===== config.mk =====
export PLATFORM = sky130hd
export DESIGN_NAME = fly_camera_orientation_update
export DESIGN_NICKNAME = d
export VERILOG_FILES = /design/src/rtl/fco_pkg.sv /design/src/rtl/fco_mul.sv /design/src/rtl/fco_cordic.sv /design/src/rtl/fly_camera_orientation_update.sv
export SDC_FILE = /design/constraint.sdc
export NUM_CORES = 2
export LEC_CHECK = 0
export BUFFER_PORTS_ARGS = -buffer_cell sky130_fd_sc_hd__clkbuf_2
export CELL_PAD_IN_SITES_DETAIL_PLACEMENT = 0
export CELL_PAD_IN_SITES_GLOBAL_PLACEMENT = 2
export CORE_MARGIN = 1
export CORE_UTILIZATION = 24
export CTS_BUF_LIST = sky130_fd_sc_hd__clkbuf_4 sky130_fd_sc_hd__clkbuf_8
export CTS_CLUSTER_SIZE = 12
export DETAILED_ROUTE_END_ITERATION = 10
export PLACE_DENSITY = 0.64
export SLEW_MARGIN = 20
export SYNTH_ARGS = -nofsm -noshare
export SYNTH_HDL_FRONTEND = slang
export SYNTH_SLANG_ARGS = --single-unit

===== constraint.sdc =====
create_clock -name clk_i -period 12.6 [get_ports clk_i]
set_input_delay 1.26 -clock clk_i [delete_from_list [all_inputs] [get_ports clk_i]]
set_output_delay 1.26 -clock clk_i [all_outputs]
set_load 0.005 [all_outputs]

===== src/rtl/fco_pkg.sv =====
// fco_pkg: shared types, constants and helper functions for the fly camera block
// no dependencies; used by fco_cordic, fco_mul and fly_camera_orientation_update
`timescale 1ns / 1ps
`default_nettype none
package fco_pkg;

  // angles in degrees Q16.16
  localparam logic signed [31:0] DEG89  = 32'sd5832704;
  localparam logic signed [31:0] DEG90  = 32'sd5898240;
  localparam logic signed [31:0] DEG180 = 32'sd11796480;
  localparam logic signed [32:0] DEG360 = 33'sd23592960;
  localparam logic signed [15:0] TENTH_Q16 = 16'sd6554;

  // cordic datapath, Q2.30 with a guard bit
  localparam int unsigned CW = 34;
  localparam logic signed [CW-1:0] CORDIC_K = 34'sd652032874;

  // bit-serial multiplier
  localparam int unsigned MUL_W = 34;
  localparam int unsigned PROD_W = 2 * MUL_W;
  localparam int unsigned MUL_CNT_W = 6;

  // unit vector and zoom limits
  localparam logic signed [15:0] ONE_V = 16'sd16384;
  localparam logic signed [18:0] ZOOM_MIN = 19'sd256;
  localparam logic signed [18:0] ZOOM_MAX = 19'sd11520;

  // commands
  localparam logic [1:0] CMD_LOOK  = 2'd0;
  localparam logic [1:0] CMD_MOVE  = 2'd1;
  localparam logic [1:0] CMD_ZOOM  = 2'd2;
  localparam logic [1:0] CMD_START = 2'd3;

  // move directions
  localparam logic [2:0] DIR_FWD   = 3'd0;
  localparam logic [2:0] DIR_BACK  = 3'd1;
  localparam logic [2:0] DIR_RIGHT = 3'd2;
  localparam logic [2:0] DIR_LEFT  = 3'd3;
  localparam logic [2:0] DIR_UP    = 3'd4;
  localparam logic [2:0] DIR_DOWN  = 3'd5;

  typedef enum logic [3:0] {
    S_IDLE, S_CY_GO, S_CY_RUN, S_CP_GO, S_CP_RUN, S_LM_GO, S_LM_RUN,
    S_VEL_GO, S_VEL_RUN, S_MV_GO, S_MV_RUN, S_OUT
  } seq_state_e;

  // arctangent table in degrees Q16.16
  function automatic logic signed [31:0] atan_deg(input logic [4:0] idx);
    logic signed [31:0] r;
    case (idx)
      5'd0:  r = 32'sd2949120;
      5'd1:  r = 32'sd1740967;
      5'd2:  r = 32'sd919879;
      5'd3:  r = 32'sd466945;
      5'd4:  r = 32'sd234379;
      5'd5:  r = 32'sd117304;
      5'd6:  r = 32'sd58666;
      5'd7:  r = 32'sd29335;
      5'd8:  r = 32'sd14667;
      5'd9:  r = 32'sd7334;
      5'd10: r = 32'sd3667;
      5'd11: r = 32'sd1833;
      5'd12: r = 32'sd917;
      5'd13: r = 32'sd458;
      5'd14: r = 32'sd229;
      5'd15: r = 32'sd115;
      5'd16: r = 32'sd57;
      5'd17: r = 32'sd29;
      5'd18: r = 32'sd14;
      5'd19: r = 32'sd7;
      5'd20: r = 32'sd4;
      5'd21: r = 32'sd2;
      5'd22: r = 32'sd1;
      default: r = 32'sd0;
    endcase
    return r;
  endfunction

  // round half up by 16 bits and clamp to a unit vector component
  function automatic logic signed [15:0] q14_s16(input logic signed [CW-1:0] v);
    logic signed [CW:0] t;
    logic signed [CW:0] s;
    logic signed [15:0] r;
    t = (CW+1)'(v) + (CW+1)'(32768);
    s = t >>> 16;
    if (s > (CW+1)'(ONE_V)) r = ONE_V;
    else if (s < -(CW+1)'(ONE_V)) r = -ONE_V;
    else r = s[15:0];
    return r;
  endfunction

  // round half up by 46 bits and clamp to a unit vector component
  function automatic logic signed [15:0] q14_s46(input logic signed [PROD_W-1:0] v);
    logic signed [PROD_W:0] t;
    logic signed [PROD_W:0] s;
    logic signed [15:0] r;
    t = (PROD_W+1)'(v) + ((PROD_W+1)'(1) <<< 45);
    s = t >>> 46;
    if (s > (PROD_W+1)'(ONE_V)) r = ONE_V;
    else if (s < -(PROD_W+1)'(ONE_V)) r = -ONE_V;
    else r = s[15:0];
    return r;
  endfunction

endpackage
`default_nettype wire


===== src/rtl/fco_mul.sv =====
// fco_mul: bit-serial signed shift-add multiplier, one multiplier bit per cycle
// depends on fco_pkg
`timescale 1ns / 1ps
`default_nettype none
module fco_mul (
  input  wire logic                                 clk_i,
  input  wire logic                                 rst_ni,
  input  wire logic                                 start_i,
  input  wire logic signed [fco_pkg::MUL_W-1:0]     a_i,
  input  wire logic signed [fco_pkg::MUL_W-1:0]     b_i,
  output logic                                      done_o,
  output logic signed [fco_pkg::PROD_W-1:0]         prod_o
);

  logic                                  busy_q;
  logic                                  done_q;
  logic [fco_pkg::MUL_CNT_W-1:0]         cnt_q;
  logic signed [fco_pkg::PROD_W-1:0]     mcand_q;
  logic [fco_pkg::MUL_W-1:0]             mplier_q;
  logic signed [fco_pkg::PROD_W-1:0]     acc_q;
  logic signed [fco_pkg::PROD_W-1:0]     acc_d;
  logic                                  last;

  // the sign bit of the multiplier carries negative weight
  always_comb begin
    last = (cnt_q == fco_pkg::MUL_CNT_W'(fco_pkg::MUL_W - 1));
    acc_d = acc_q;
    if (mplier_q[0]) begin
      if (last) acc_d = acc_q - mcand_q;
      else acc_d = acc_q + mcand_q;
    end
  end

  // control
  always_ff @(posedge clk_i or negedge rst_ni) begin
    if (!rst_ni) begin
      busy_q <= 1'b0;
      done_q <= 1'b0;
      cnt_q  <= '0;
    end else begin
      done_q <= 1'b0;
      if (start_i) begin
        busy_q <= 1'b1;
        cnt_q  <= '0;
      end else if (busy_q) begin
        cnt_q <= cnt_q + 1'b1;
        if (last) begin
          busy_q <= 1'b0;
          done_q <= 1'b1;
        end
      end
    end
  end

  // operand shift registers and accumulator
  always_ff @(posedge clk_i) begin
    if (start_i) begin
      mcand_q  <= fco_pkg::PROD_W'(a_i);
      mplier_q <= b_i;
      acc_q    <= '0;
    end else if (busy_q) begin
      mcand_q  <= mcand_q <<< 1;
      mplier_q <= mplier_q >> 1;
      acc_q    <= acc_d;
    end
  end

  assign done_o = done_q;
  assign prod_o = acc_q;

endmodule
`default_nettype wire


===== src/rtl/fco_cordic.sv =====
// fco_cordic: iterative rotation cordic, sine and cosine of an angle in degrees
// depends on fco_pkg; one micro-rotation per cycle
`timescale 1ns / 1ps
`default_nettype none
module fco_cordic #(
  parameter int unsigned STEPS = 16
) (
  input  wire logic                              clk_i,
  input  wire logic                              rst_ni,
  input  wire logic                              start_i,
  input  wire logic signed [31:0]                angle_i,
  output logic                                   done_o,
  output logic signed [fco_pkg::CW-1:0]          cos_o,
  output logic signed [fco_pkg::CW-1:0]          sin_o
);

  localparam int unsigned IW = (STEPS > 1) ? $clog2(STEPS) : 1;

  logic                             busy_q;
  logic                             done_q;
  logic                             neg_q;
  logic [IW-1:0]                    cnt_q;
  logic signed [fco_pkg::CW-1:0]    x_q, y_q, cos_q, sin_q;
  logic signed [31:0]               z_q;
  logic signed [fco_pkg::CW-1:0]    xs, ys, x_d, y_d;
  logic signed [31:0]               z_d, a_fold, at;
  logic                             neg_fold, last;

  // fold the angle into plus or minus ninety degrees
  always_comb begin
    a_fold = angle_i;
    neg_fold = 1'b0;
    if (angle_i > fco_pkg::DEG90) begin
      a_fold = angle_i - fco_pkg::DEG180;
      neg_fold = 1'b1;
    end else if (angle_i < -fco_pkg::DEG90) begin
      a_fold = angle_i + fco_pkg::DEG180;
      neg_fold = 1'b1;
    end
  end

  // one micro-rotation
  always_comb begin
    at = fco_pkg::atan_deg(5'(cnt_q));
    xs = x_q >>> cnt_q;
    ys = y_q >>> cnt_q;
    last = (cnt_q == IW'(STEPS - 1));
    if (z_q >= 0) begin
      x_d = x_q - ys;
      y_d = y_q + xs;
      z_d = z_q - at;
    end else begin
      x_d = x_q + ys;
      y_d = y_q - xs;
      z_d = z_q + at;
    end
  end

  // control
  always_ff @(posedge clk_i or negedge rst_ni) begin
    if (!rst_ni) begin
      busy_q <= 1'b0;
      done_q <= 1'b0;
      cnt_q  <= '0;
    end else begin
      done_q <= 1'b0;
      if (start_i) begin
        busy_q <= 1'b1;
        cnt_q  <= '0;
      end else if (busy_q) begin
        cnt_q <= cnt_q + 1'b1;
        if (last) begin
          busy_q <= 1'b0;
          done_q <= 1'b1;
        end
      end
    end
  end

  // datapath
  always_ff @(posedge clk_i) begin
    if (start_i) begin
      x_q   <= fco_pkg::CORDIC_K;
      y_q   <= '0;
      z_q   <= a_fold;
      neg_q <= neg_fold;
    end else if (busy_q) begin
      x_q <= x_d;
      y_q <= y_d;
      z_q <= z_d;
      if (last) begin
        cos_q <= neg_q ? -x_d : x_d;
        sin_q <= neg_q ? -y_d : y_d;
      end
    end
  end

  assign done_o = done_q;
  assign cos_o  = cos_q;
  assign sin_o  = sin_q;

endmodule
`default_nettype wire


===== src/rtl/fly_camera_orientation_update.sv =====
// fly camera: yaw/pitch orientation, position, basis vectors and zoom
// from accept to result valid: look runs two cordic runs (yaw, then pitch), four
// bit-serial products and the output state; move runs the speed product, then one
// product per axis (an invalid direction goes straight to output); zoom and start go
// straight to output. One transaction at a time: the next is accepted in the cycle after
// the result is registered; a stalled result holds the sequencer in its output state
// reset (rst_ni low, asynchronous): yaw -90, pitch 0, position 0, front (0,0,-1),
// right (1,0,0), up (0,1,0), zoom 45, move_speed 2.5; output empty.
// depends on fco_pkg, fco_cordic, fco_mul
`timescale 1ns / 1ps
`default_nettype none
module fly_camera_orientation_update #(
  parameter int unsigned CORDIC_STEPS = 16
) (
  input  wire logic               clk_i,
  input  wire logic               rst_ni,
  input  wire logic               cfg_valid_i,
  output logic                    cfg_ready_o,
  input  wire logic [15:0]        move_speed_i,
  input  wire logic               in_valid_i,
  output logic                    in_stall_o,
  input  wire logic [1:0]         command_i,
  input  wire logic signed [10:0] dx_i,
  input  wire logic signed [10:0] dy_i,
  input  wire logic [2:0]         move_dir_i,
  input  wire logic [15:0]        dt_i,
  input  wire logic signed [31:0] set_x_i,
  input  wire logic signed [31:0] set_y_i,
  input  wire logic signed [31:0] set_z_i,
  output logic                    out_valid_o,
  input  wire logic               out_stall_i,
  output logic signed [31:0]      pos_x_o,
  output logic signed [31:0]      pos_y_o,
  output logic signed [31:0]      pos_z_o,
  output logic signed [15:0]      front_x_o,
  output logic signed [15:0]      front_y_o,
  output logic signed [15:0]      front_z_o,
  output logic signed [15:0]      up_x_o,
  output logic signed [15:0]      up_y_o,
  output logic signed [15:0]      up_z_o,
  output logic signed [18:0]      zoom_deg_o
);

  localparam int unsigned CW = fco_pkg::CW;
  localparam int unsigned MW = fco_pkg::MUL_W;
  localparam int unsigned PW = fco_pkg::PROD_W;

  fco_pkg::seq_state_e state_q, state_d;

  logic [15:0]          speed_q;
  logic signed [31:0]   yaw_q, pitch_q;
  logic signed [31:0]   pos_q [3];
  logic signed [15:0]   front_q [3];
  logic signed [15:0]   up_q [3];
  logic signed [15:0]   right_x_q, right_z_q;
  logic signed [18:0]   zoom_q;
  logic [2:0]           dir_q;
  logic [15:0]          dt_hold_q;
  logic [31:0]          vel_q;
  logic [1:0]           k_q, m_q;
  logic signed [CW-1:0] cy_q, sy_q;
  logic                 out_valid_q;

  // cordic and multiplier hookup
  logic                 cor_start, cor_done;
  logic signed [31:0]   cor_angle;
  logic signed [CW-1:0] cor_cos, cor_sin;
  logic                 mul_start, mul_done;
  logic signed [MW-1:0] mul_a, mul_b;
  logic signed [PW-1:0] mul_p;

  // accept-time arithmetic
  logic signed [32:0]   yaw_sum, pitch_sum;
  logic signed [31:0]   yaw_new, pitch_new;
  logic signed [20:0]   zoom_sum;
  logic signed [18:0]   zoom_new;
  logic signed [15:0]   mv_comp;
  logic signed [PW:0]   step_full;
  logic signed [CW-1:0] step;
  logic signed [34:0]   pos_sum;
  logic signed [31:0]   pos_new;
  logic                 accept, out_free;

  fco_cordic #(.STEPS(CORDIC_STEPS)) u_cordic (
    .clk_i   (clk_i),
    .rst_ni  (rst_ni),
    .start_i (cor_start),
    .angle_i (cor_angle),
    .done_o  (cor_done),
    .cos_o   (cor_cos),
    .sin_o   (cor_sin)
  );

  fco_mul u_mul (
    .clk_i   (clk_i),
    .rst_ni  (rst_ni),
    .start_i (mul_start),
    .a_i     (mul_a),
    .b_i     (mul_b),
    .done_o  (mul_done),
    .prod_o  (mul_p)
  );

  assign cfg_ready_o = 1'b1;
  assign in_stall_o  = (state_q != fco_pkg::S_IDLE);
  assign accept      = in_valid_i && (state_q == fco_pkg::S_IDLE);
  assign out_free    = !out_valid_q || !out_stall_i;
  assign out_valid_o = out_valid_q;

  // look: angle update with yaw wrap and pitch clamp
  always_comb begin
    yaw_sum = 33'(yaw_q) + 33'(dx_i) * 33'(fco_pkg::TENTH_Q16);
    pitch_sum = 33'(pitch_q) + 33'(dy_i) * 33'(fco_pkg::TENTH_Q16);
    if (yaw_sum >= 33'(fco_pkg::DEG180)) yaw_sum = yaw_sum - fco_pkg::DEG360;
    else if (yaw_sum < -33'(fco_pkg::DEG180)) yaw_sum = yaw_sum + fco_pkg::DEG360;
    yaw_new = yaw_sum[31:0];
    if (pitch_sum > 33'(fco_pkg::DEG89)) pitch_new = fco_pkg::DEG89;
    else if (pitch_sum < -33'(fco_pkg::DEG89)) pitch_new = -fco_pkg::DEG89;
    else pitch_new = pitch_sum[31:0];
  end

  // zoom update
  always_comb begin
    zoom_sum = 21'(zoom_q) - 21'(dy_i) * 21'sd256;
    if (zoom_q < fco_pkg::ZOOM_MIN) zoom_new = fco_pkg::ZOOM_MIN;
    else if (zoom_q > fco_pkg::ZOOM_MAX) zoom_new = fco_pkg::ZOOM_MAX;
    else if (zoom_sum > 21'sd262143) zoom_new = 19'sd262143;
    else if (zoom_sum < -21'sd262144) zoom_new = -19'sd262144;
    else zoom_new = zoom_sum[18:0];
  end

  // move: pick the vector component for the current axis
  always_comb begin
    case (dir_q)
      fco_pkg::DIR_FWD, fco_pkg::DIR_BACK: mv_comp = front_q[k_q];
      fco_pkg::DIR_RIGHT, fco_pkg::DIR_LEFT: begin
        if (k_q == 2'd0) mv_comp = right_x_q;
        else if (k_q == 2'd2) mv_comp = right_z_q;
        else mv_comp = '0;
      end
      default: mv_comp = up_q[k_q];
    endcase
  end

  // move: rounded step and saturating position update
  always_comb begin
    step_full = ((PW+1)'(mul_p) + ((PW+1)'(1) <<< 21)) >>> 22;
    step = step_full[CW-1:0];
    if (dir_q[0]) pos_sum = 35'(pos_q[k_q]) - 35'(step);
    else pos_sum = 35'(pos_q[k_q]) + 35'(step);
    if (pos_sum > 35'sd2147483647) pos_new = 32'sh7fffffff;
    else if (pos_sum < -35'sd2147483648) pos_new = 32'sh80000000;
    else pos_new = pos_sum[31:0];
  end

  // multiplier operand select
  always_comb begin
    mul_a = '0;
    mul_b = '0;
    if (state_q == fco_pkg::S_VEL_GO) begin
      mul_a = MW'(dt_hold_q);
      mul_b = MW'(speed_q);
    end else if (state_q == fco_pkg::S_MV_GO) begin
      mul_a = MW'(mv_comp);
      mul_b = MW'(vel_q);
    end else begin
      case (m_q)
        2'd0: begin mul_a = cy_q;  mul_b = cor_cos; end
        2'd1: begin mul_a = sy_q;  mul_b = cor_cos; end
        2'd2: begin mul_a = -cy_q; mul_b = cor_sin; end
        default: begin mul_a = -sy_q; mul_b = cor_sin; end
      endcase
    end
  end

  assign cor_angle = (state_q == fco_pkg::S_CY_GO) ? yaw_q : pitch_q;

  // sequencer: next state and unit starts
  always_comb begin
    state_d = state_q;
    cor_start = 1'b0;
    mul_start = 1'b0;
    unique case (state_q)
      fco_pkg::S_IDLE: begin
        if (accept) begin
          case (command_i)
            fco_pkg::CMD_LOOK: state_d = fco_pkg::S_CY_GO;
            fco_pkg::CMD_MOVE: begin
              if (move_dir_i == fco_pkg::DIR_FWD || move_dir_i == fco_pkg::DIR_BACK ||
                  move_dir_i == fco_pkg::DIR_RIGHT || move_dir_i == fco_pkg::DIR_LEFT ||
                  move_dir_i == fco_pkg::DIR_UP || move_dir_i == fco_pkg::DIR_DOWN) begin
                state_d = fco_pkg::S_VEL_GO;
              end else begin
                state_d = fco_pkg::S_OUT;
              end
            end
            default: state_d = fco_pkg::S_OUT;
          endcase
        end
      end
      fco_pkg::S_CY_GO: begin
        cor_start = 1'b1;
        state_d = fco_pkg::S_CY_RUN;
      end
      fco_pkg::S_CY_RUN: if (cor_done) state_d = fco_pkg::S_CP_GO;
      fco_pkg::S_CP_GO: begin
        cor_start = 1'b1;
        state_d = fco_pkg::S_CP_RUN;
      end
      fco_pkg::S_CP_RUN: if (cor_done) state_d = fco_pkg::S_LM_GO;
      fco_pkg::S_LM_GO: begin
        mul_start = 1'b1;
        state_d = fco_pkg::S_LM_RUN;
      end
      fco_pkg::S_LM_RUN: begin
        if (mul_done) state_d = (m_q == 2'd3) ? fco_pkg::S_OUT : fco_pkg::S_LM_GO;
      end
      fco_pkg::S_VEL_GO: begin
        mul_start = 1'b1;
        state_d = fco_pkg::S_VEL_RUN;
      end
      fco_pkg::S_VEL_RUN: if (mul_done) state_d = fco_pkg::S_MV_GO;
      fco_pkg::S_MV_GO: begin
        mul_start = 1'b1;
        state_d = fco_pkg::S_MV_RUN;
      end
      fco_pkg::S_MV_RUN: begin
        if (mul_done) state_d = (k_q == 2'd2) ? fco_pkg::S_OUT : fco_pkg::S_MV_GO;
      end
      fco_pkg::S_OUT: if (out_free) state_d = fco_pkg::S_IDLE;
      default: state_d = fco_pkg::S_IDLE;
    endcase
  end

  // state register
  always_ff @(posedge clk_i or negedge rst_ni) begin
    if (!rst_ni) state_q <= fco_pkg::S_IDLE;
    else state_q <= state_d;
  end

  // camera state
  always_ff @(posedge clk_i or negedge rst_ni) begin
    if (!rst_ni) begin
      speed_q    <= 16'd640;
      yaw_q      <= -fco_pkg::DEG90;
      pitch_q    <= '0;
      pos_q[0]   <= '0;
      pos_q[1]   <= '0;
      pos_q[2]   <= '0;
      front_q[0] <= '0;
      front_q[1] <= '0;
      front_q[2] <= -fco_pkg::ONE_V;
      right_x_q  <= fco_pkg::ONE_V;
      right_z_q  <= '0;
      up_q[0]    <= '0;
      up_q[1]    <= fco_pkg::ONE_V;
      up_q[2]    <= '0;
      zoom_q     <= fco_pkg::ZOOM_MAX;
      k_q        <= '0;
      m_q        <= '0;
    end else begin
      if (cfg_valid_i) speed_q <= move_speed_i;
      if (accept) begin
        k_q <= '0;
        m_q <= '0;
        case (command_i)
          fco_pkg::CMD_LOOK: begin
            yaw_q   <= yaw_new;
            pitch_q <= pitch_new;
          end
          fco_pkg::CMD_ZOOM: zoom_q <= zoom_new;
          fco_pkg::CMD_START: begin
            pos_q[0]   <= set_x_i;
            pos_q[1]   <= set_y_i;
            pos_q[2]   <= set_z_i;
            yaw_q      <= -fco_pkg::DEG90;
            pitch_q    <= '0;
            zoom_q     <= fco_pkg::ZOOM_MAX;
            front_q[0] <= '0;
            front_q[1] <= '0;
            front_q[2] <= -fco_pkg::ONE_V;
            right_x_q  <= fco_pkg::ONE_V;
            right_z_q  <= '0;
            up_q[0]    <= '0;
            up_q[1]    <= fco_pkg::ONE_V;
            up_q[2]    <= '0;
          end
          default: ;
        endcase
      end
      // pitch cordic done: the single-factor components
      if (state_q == fco_pkg::S_CP_RUN && cor_done) begin
        front_q[1] <= fco_pkg::q14_s16(cor_sin);
        up_q[1]    <= fco_pkg::q14_s16(cor_cos);
        right_x_q  <= fco_pkg::q14_s16(-sy_q);
        right_z_q  <= fco_pkg::q14_s16(cy_q);
      end
      // look products: cy cp, sy cp, -cy sp, -sy sp
      if (state_q == fco_pkg::S_LM_RUN && mul_done) begin
        m_q <= m_q + 1'b1;
        case (m_q)
          2'd0: front_q[0] <= fco_pkg::q14_s46(mul_p);
          2'd1: front_q[2] <= fco_pkg::q14_s46(mul_p);
          2'd2: up_q[0]    <= fco_pkg::q14_s46(mul_p);
          default: up_q[2] <= fco_pkg::q14_s46(mul_p);
        endcase
      end
      // move: one axis per product
      if (state_q == fco_pkg::S_MV_RUN && mul_done) begin
        pos_q[k_q] <= pos_new;
        k_q <= k_q + 1'b1;
      end
    end
  end

  // transaction payload held for the sequencer
  always_ff @(posedge clk_i) begin
    if (accept) begin
      dir_q     <= move_dir_i;
      dt_hold_q <= dt_i;
    end
    if (state_q == fco_pkg::S_CY_RUN && cor_done) begin
      cy_q <= cor_cos;
      sy_q <= cor_sin;
    end
    if (state_q == fco_pkg::S_VEL_RUN && mul_done) vel_q <= mul_p[31:0];
  end

  // output register
  always_ff @(posedge clk_i or negedge rst_ni) begin
    if (!rst_ni) begin
      out_valid_q <= 1'b0;
    end else begin
      if (state_q == fco_pkg::S_OUT && out_free) out_valid_q <= 1'b1;
      else if (out_valid_q && !out_stall_i) out_valid_q <= 1'b0;
    end
  end

  always_ff @(posedge clk_i) begin
    if (state_q == fco_pkg::S_OUT && out_free) begin
      pos_x_o    <= pos_q[0];
      pos_y_o    <= pos_q[1];
      pos_z_o    <= pos_q[2];
      front_x_o  <= front_q[0];
      front_y_o  <= front_q[1];
      front_z_o  <= front_q[2];
      up_x_o     <= up_q[0];
      up_y_o     <= up_q[1];
      up_z_o     <= up_q[2];
      zoom_deg_o <= zoom_q;
    end
  end

endmodule
`default_nettype wire


==> metrics.txt <==
# TYPE chip_impl_metric gauge
chip_impl_metric{name="route.final.wire_length",unit="microns"} 282000
chip_impl_info{name="grt_setup_unrepaired",value="no"} 1
chip_impl_metric{name="hold_viol_final",unit=""} 0
chip_impl_info{name="critical_path.startpoint",value="dx_i[9]"} 1
chip_impl_metric{name="row_count",unit=""} 202
chip_impl_metric{name="design.die.area",unit="sq um"} 308000
chip_impl_metric{name="cts_hold_buf",unit=""} 0
chip_impl_metric{name="synthToLayoutAreaGrowth",unit="%"} 14.0
chip_impl_info{name="criticalPathCategory",value="in2reg"} 1
chip_impl_metric{name="cap_violations",unit=""} 0
chip_impl_metric{name="wl_per_cell",unit="microns"} 22.7
chip_impl_metric{name="start_util",unit="%"} 24.2
chip_impl_metric{name="mean_post_synth_cell_area",unit="sq um"} 9.25
chip_impl_metric{name="grt_overflow_total",unit=""} 0
chip_impl_metric{name="dr_total_vias",unit=""} 62300
chip_impl_metric{name="core",unit="sq um"} 304000
chip_impl_info{name="worst_path_max_delay_cell",value="a311oi_1"} 1
chip_impl_metric{name="postSynthRegisterBits",unit=""} 999
chip_impl_metric{name="critical_path.n_buffers_inverters",unit=""} 3
chip_impl_metric{name="design.final.nets",unit=""} 8882
chip_impl_metric{name="drc_errors",unit=""} 0
chip_impl_metric{name="final_min_period",unit="ns"} 9.61
chip_impl_info{name="r2r_start",value="u_cordic.cnt_q[0]$_DFFE_PN0P_"} 1
chip_impl_metric{name="dieHeight",unit="microns"} 555
chip_impl_info{name="critPathLaunchType",value="input pin"} 1
chip_impl_metric{name="io_pins",unit=""} 374
chip_impl_info{name="timing.critical_path.to_type",value="flop"} 1
chip_impl_metric{name="post-cts-setup-buffer-count",unit=""} 0
chip_impl_metric{name="die-width",unit="microns"} 555
chip_impl_metric{name="detail_route.first_pass.iterations",unit=""} 7
chip_impl_metric{name="worst-endpoint-required",unit="ns"} 13.41
chip_impl_metric{name="timing.final.setup_violations",unit=""} 0
chip_impl_metric{name="fmax_achieved",unit="MHz"} 104
chip_impl_metric{name="numCtsBuffers",unit=""} 197
chip_impl_metric{name="grt.total_usage",unit="%"} 17.7
chip_impl_metric{name="worstSkewPairLatency",unit="ns"} 1.00
chip_impl_metric{name="clock_transition_at_the_register_clock_pins_on_the_worst_setup_and_hold_paths_after_cts",unit="ns"} 0.06
chip_impl_metric{name="final_min_period_over_clock_period",unit="%"} 76.3
chip_impl_info{name="yosysMostFrequentCell",value="nand2_1"} 1
chip_impl_metric{name="cts.sinks",unit=""} 999
chip_impl_metric{name="routabilityCongestion",unit=""} 0.853
chip_impl_info{name="min_path_type",value="in2async"} 1
chip_impl_metric{name="synth_cells",unit=""} 7944
chip_impl_metric{name="n_fill_cell",unit=""} 32500
chip_impl_metric{name="syn_nets",unit=""} 8639
chip_impl_metric{name="synthArstFlopShare",unit="%"} 33.7
chip_impl_metric{name="cts.htree.levels",unit=""} 4
chip_impl_metric{name="netlist_area",unit="sq um"} 73500
chip_impl_metric{name="drt-initial-drc-count",unit=""} 4977
chip_impl_metric{name="netlist.area_leader.share",unit="%"} 21.5
chip_impl_metric{name="layout-drive-gt1-share",unit="%"} 12.8
chip_impl_metric{name="wire_length_of_the_first_global_routing_pass",unit="microns"} 413000
chip_impl_metric{name="dp_worst_setup_slack",unit="ns"} 2.20
chip_impl_metric{name="ant_nets",unit=""} 0
chip_impl_metric{name="synthesis.yosys.warnings",unit=""} 0
chip_impl_metric{name="detailroute.wirelength.met3",unit="microns"} 14300
chip_impl_info{name="ys_top_cells_by_area",value="edfxtp_1, dfrtp_1, ha_1, xnor2_1, nand2_1"} 1
chip_impl_metric{name="arrival",unit="ns"} 10.42
chip_impl_metric{name="crit_fanout",unit=""} 9
chip_impl_metric{name="routedLengthMet1",unit="microns"} 134000
chip_impl_metric{name="worstMarginPinSlew",unit="ns"} 1.21
chip_impl_info{name="status",value="complete, no violations"} 1
chip_impl_metric{name="synth_enable_flop_cells",unit=""} 526
chip_impl_metric{name="final.setup_skew",unit="ns"} 0.130
chip_impl_metric{name="yosysSeqAreaShare",unit="%"} 36.7
chip_impl_metric{name="hold_ws",unit="ns"} 0.368
chip_impl_info{name="most_common_flop_cell_mapped_by_yosys",value="edfxtp_1"} 1
chip_impl_metric{name="detailed_placement_wirelength_estimate",unit="microns"} 221000
chip_impl_metric{name="port_buffers",unit=""} 372
chip_impl_metric{name="pins_over_slew_limit",unit=""} 0
chip_impl_info{name="tritoncts",value="yes"} 1
chip_impl_metric{name="totalNegativeSetupSlack",unit="ns"} 0
chip_impl_info{name="ctsRootBufferMaster",value="clkbuf_8"} 1
chip_impl_metric{name="critical_path.max_stage_delay",unit="ns"} 0.81
chip_impl_info{name="post_synth_most_frequent_cells",value="nand2_1, nor2_1, a21oi_1, edfxtp_1, o21ai_0"} 1
chip_impl_info{name="yosys.area.top_type",value="edfxtp_1"} 1
chip_impl_info{name="critical_path.most_common_cell",value="fa_1"} 1
chip_impl_metric{name="slew-limit-headroom",unit="%"} 18.9
chip_impl_metric{name="antenna_found_initial",unit=""} 11
chip_impl_metric{name="via_per_inst",unit=""} 5.01
chip_impl_metric{name="grt_start_max_net_pins",unit=""} 133
chip_impl_metric{name="cts-root-to-sink-buffers",unit=""} 4
chip_impl_info{name="crit_family",value="compound AO/OA/AOI/OAI gates"} 1
chip_impl_metric{name="detailed_route_wirelength_on_metal2",unit="microns"} 127000
chip_impl_metric{name="count_of_unique_library_cells_instantiated_by_yosys",unit=""} 110
chip_impl_metric{name="finalWorstSetupSlack",unit="ns"} 2.99
chip_impl_metric{name="cts_repair_resize_count",unit=""} 0
chip_impl_info{name="top_signal_layer_used",value="met5"} 1
chip_impl_metric{name="number_of_global_route_vias_before_repair",unit=""} 61000
state kept, by name, summed over array words and instances, names as in the netlist, 31 cells and up:
| register | cells |
|---|---|
| u_cordic.sin_o | 34 |
| u_cordic.z_q | 32 |
| sy_q | 34 |
| cy_q | 34 |
| u_cordic.cos_o | 34 |
| yaw_q | 31 |
| vel_q | 32 |
| pitch_q | 31 |
| u_cordic.y_q | 34 |
| front_q | 48 |
| pos_y_o | 32 |
| pos_q | 96 |
| u_mul.mplier_q | 34 |
| up_q | 48 |
| pos_z_o | 32 |
| u_cordic.x_q | 34 |
| u_mul.mcand_q | 68 |
| u_mul.prod_o | 68 |
| pos_x_o | 32 |
layer usage:
metal / GRT usage [%] / up-vias
met5: 0 / -
met4: 4.27 / 4
met3: 2.41 / 298
met2: 28.5 / 1685
met1: 24.7 / 30600
li1: - / 29700
path summary, 6_finish.rpt:
kind	end	slack, ns	cells past startpoint
worst max-delay path	yaw_q[26]$_DFFE_PN1P_	2.99	29
worst min-delay path	right_x_q[1]$_DFFE_PN0P_	0.37	1
worst max register to register	u_cordic.sin_o[32]$_DFFE_PP_	3.99	24
worst min register to register	cy_q[13]$_DFFE_PP_	0.42	0
max in group asynchronous	zoom_q[17]$_DFFE_PN0P_	9.80	4
min in group clk_i	cy_q[13]$_DFFE_PP_	0.42	0
stage by stage:
step / cell area, sq um / instances / util, %
floorplan: 73500 / 7944 / -
global placement: 79600 / 12100 / 26.2
detailed placement: 79600 / 12100 / 26.2
CTS: 83700 / 12400 / 27.6
global route: 83700 / 12400 / 27.6
finish: 83700 / 12400 / 27.6
layout make-up:
class | count | area [sq um] | share of cell area (%)
Clock inverter | 73 | 629 | 0.752
Sequential cell | 999 | 27000 | 32.2
Antenna cell | 5 | 12.5 | 0.0149
Tap cell | 4080 | 5100 | 6.10
Multi-Input combinational cell | 6197 | 43700 | 52.2
Inverter | 329 | 1230 | 1.47
Timing Repair Buffer | 463 | 2570 | 3.07
Clock buffer | 285 | 3510 | 4.19
cells in the final DEF (no fill, tap or decap), types with 270 or more instances in the layout:
cell type | Yosys | layout
nand2_1 | 900 | 896
nor2_1 | 576 | 569
edfxtp_1 | 526 | 526
a21oi_1 | 526 | 525
o21ai_0 | 497 | 497
ha_1 | 463 | 462
xnor2_1 | 419 | 418
clkbuf_2 | 0 | 371
inv_1 | 323 | 323
dfrtp_1 | 315 | 308
xor2_1 | 277 | 277
mux2i_1 | 270 | 270
cells by family after synthesis:
logic type,count (synthesis),share of synthesized area (%)
AND/OR/NAND/NOR,2443,15.6
multiplexers,406,6.84
other,1,0.00510
AO/OA/AOI/OAI,2115,18.7
buffers and inverters,748,3.98
flip-flops,999,36.7
adder cells (fa/ha/maj),536,9.86
XOR/XNOR,696,8.30
Power is left out: the tool's default activity adds up to more than one toggle a clock period on the data nets, which glitch-free logic cannot reach.
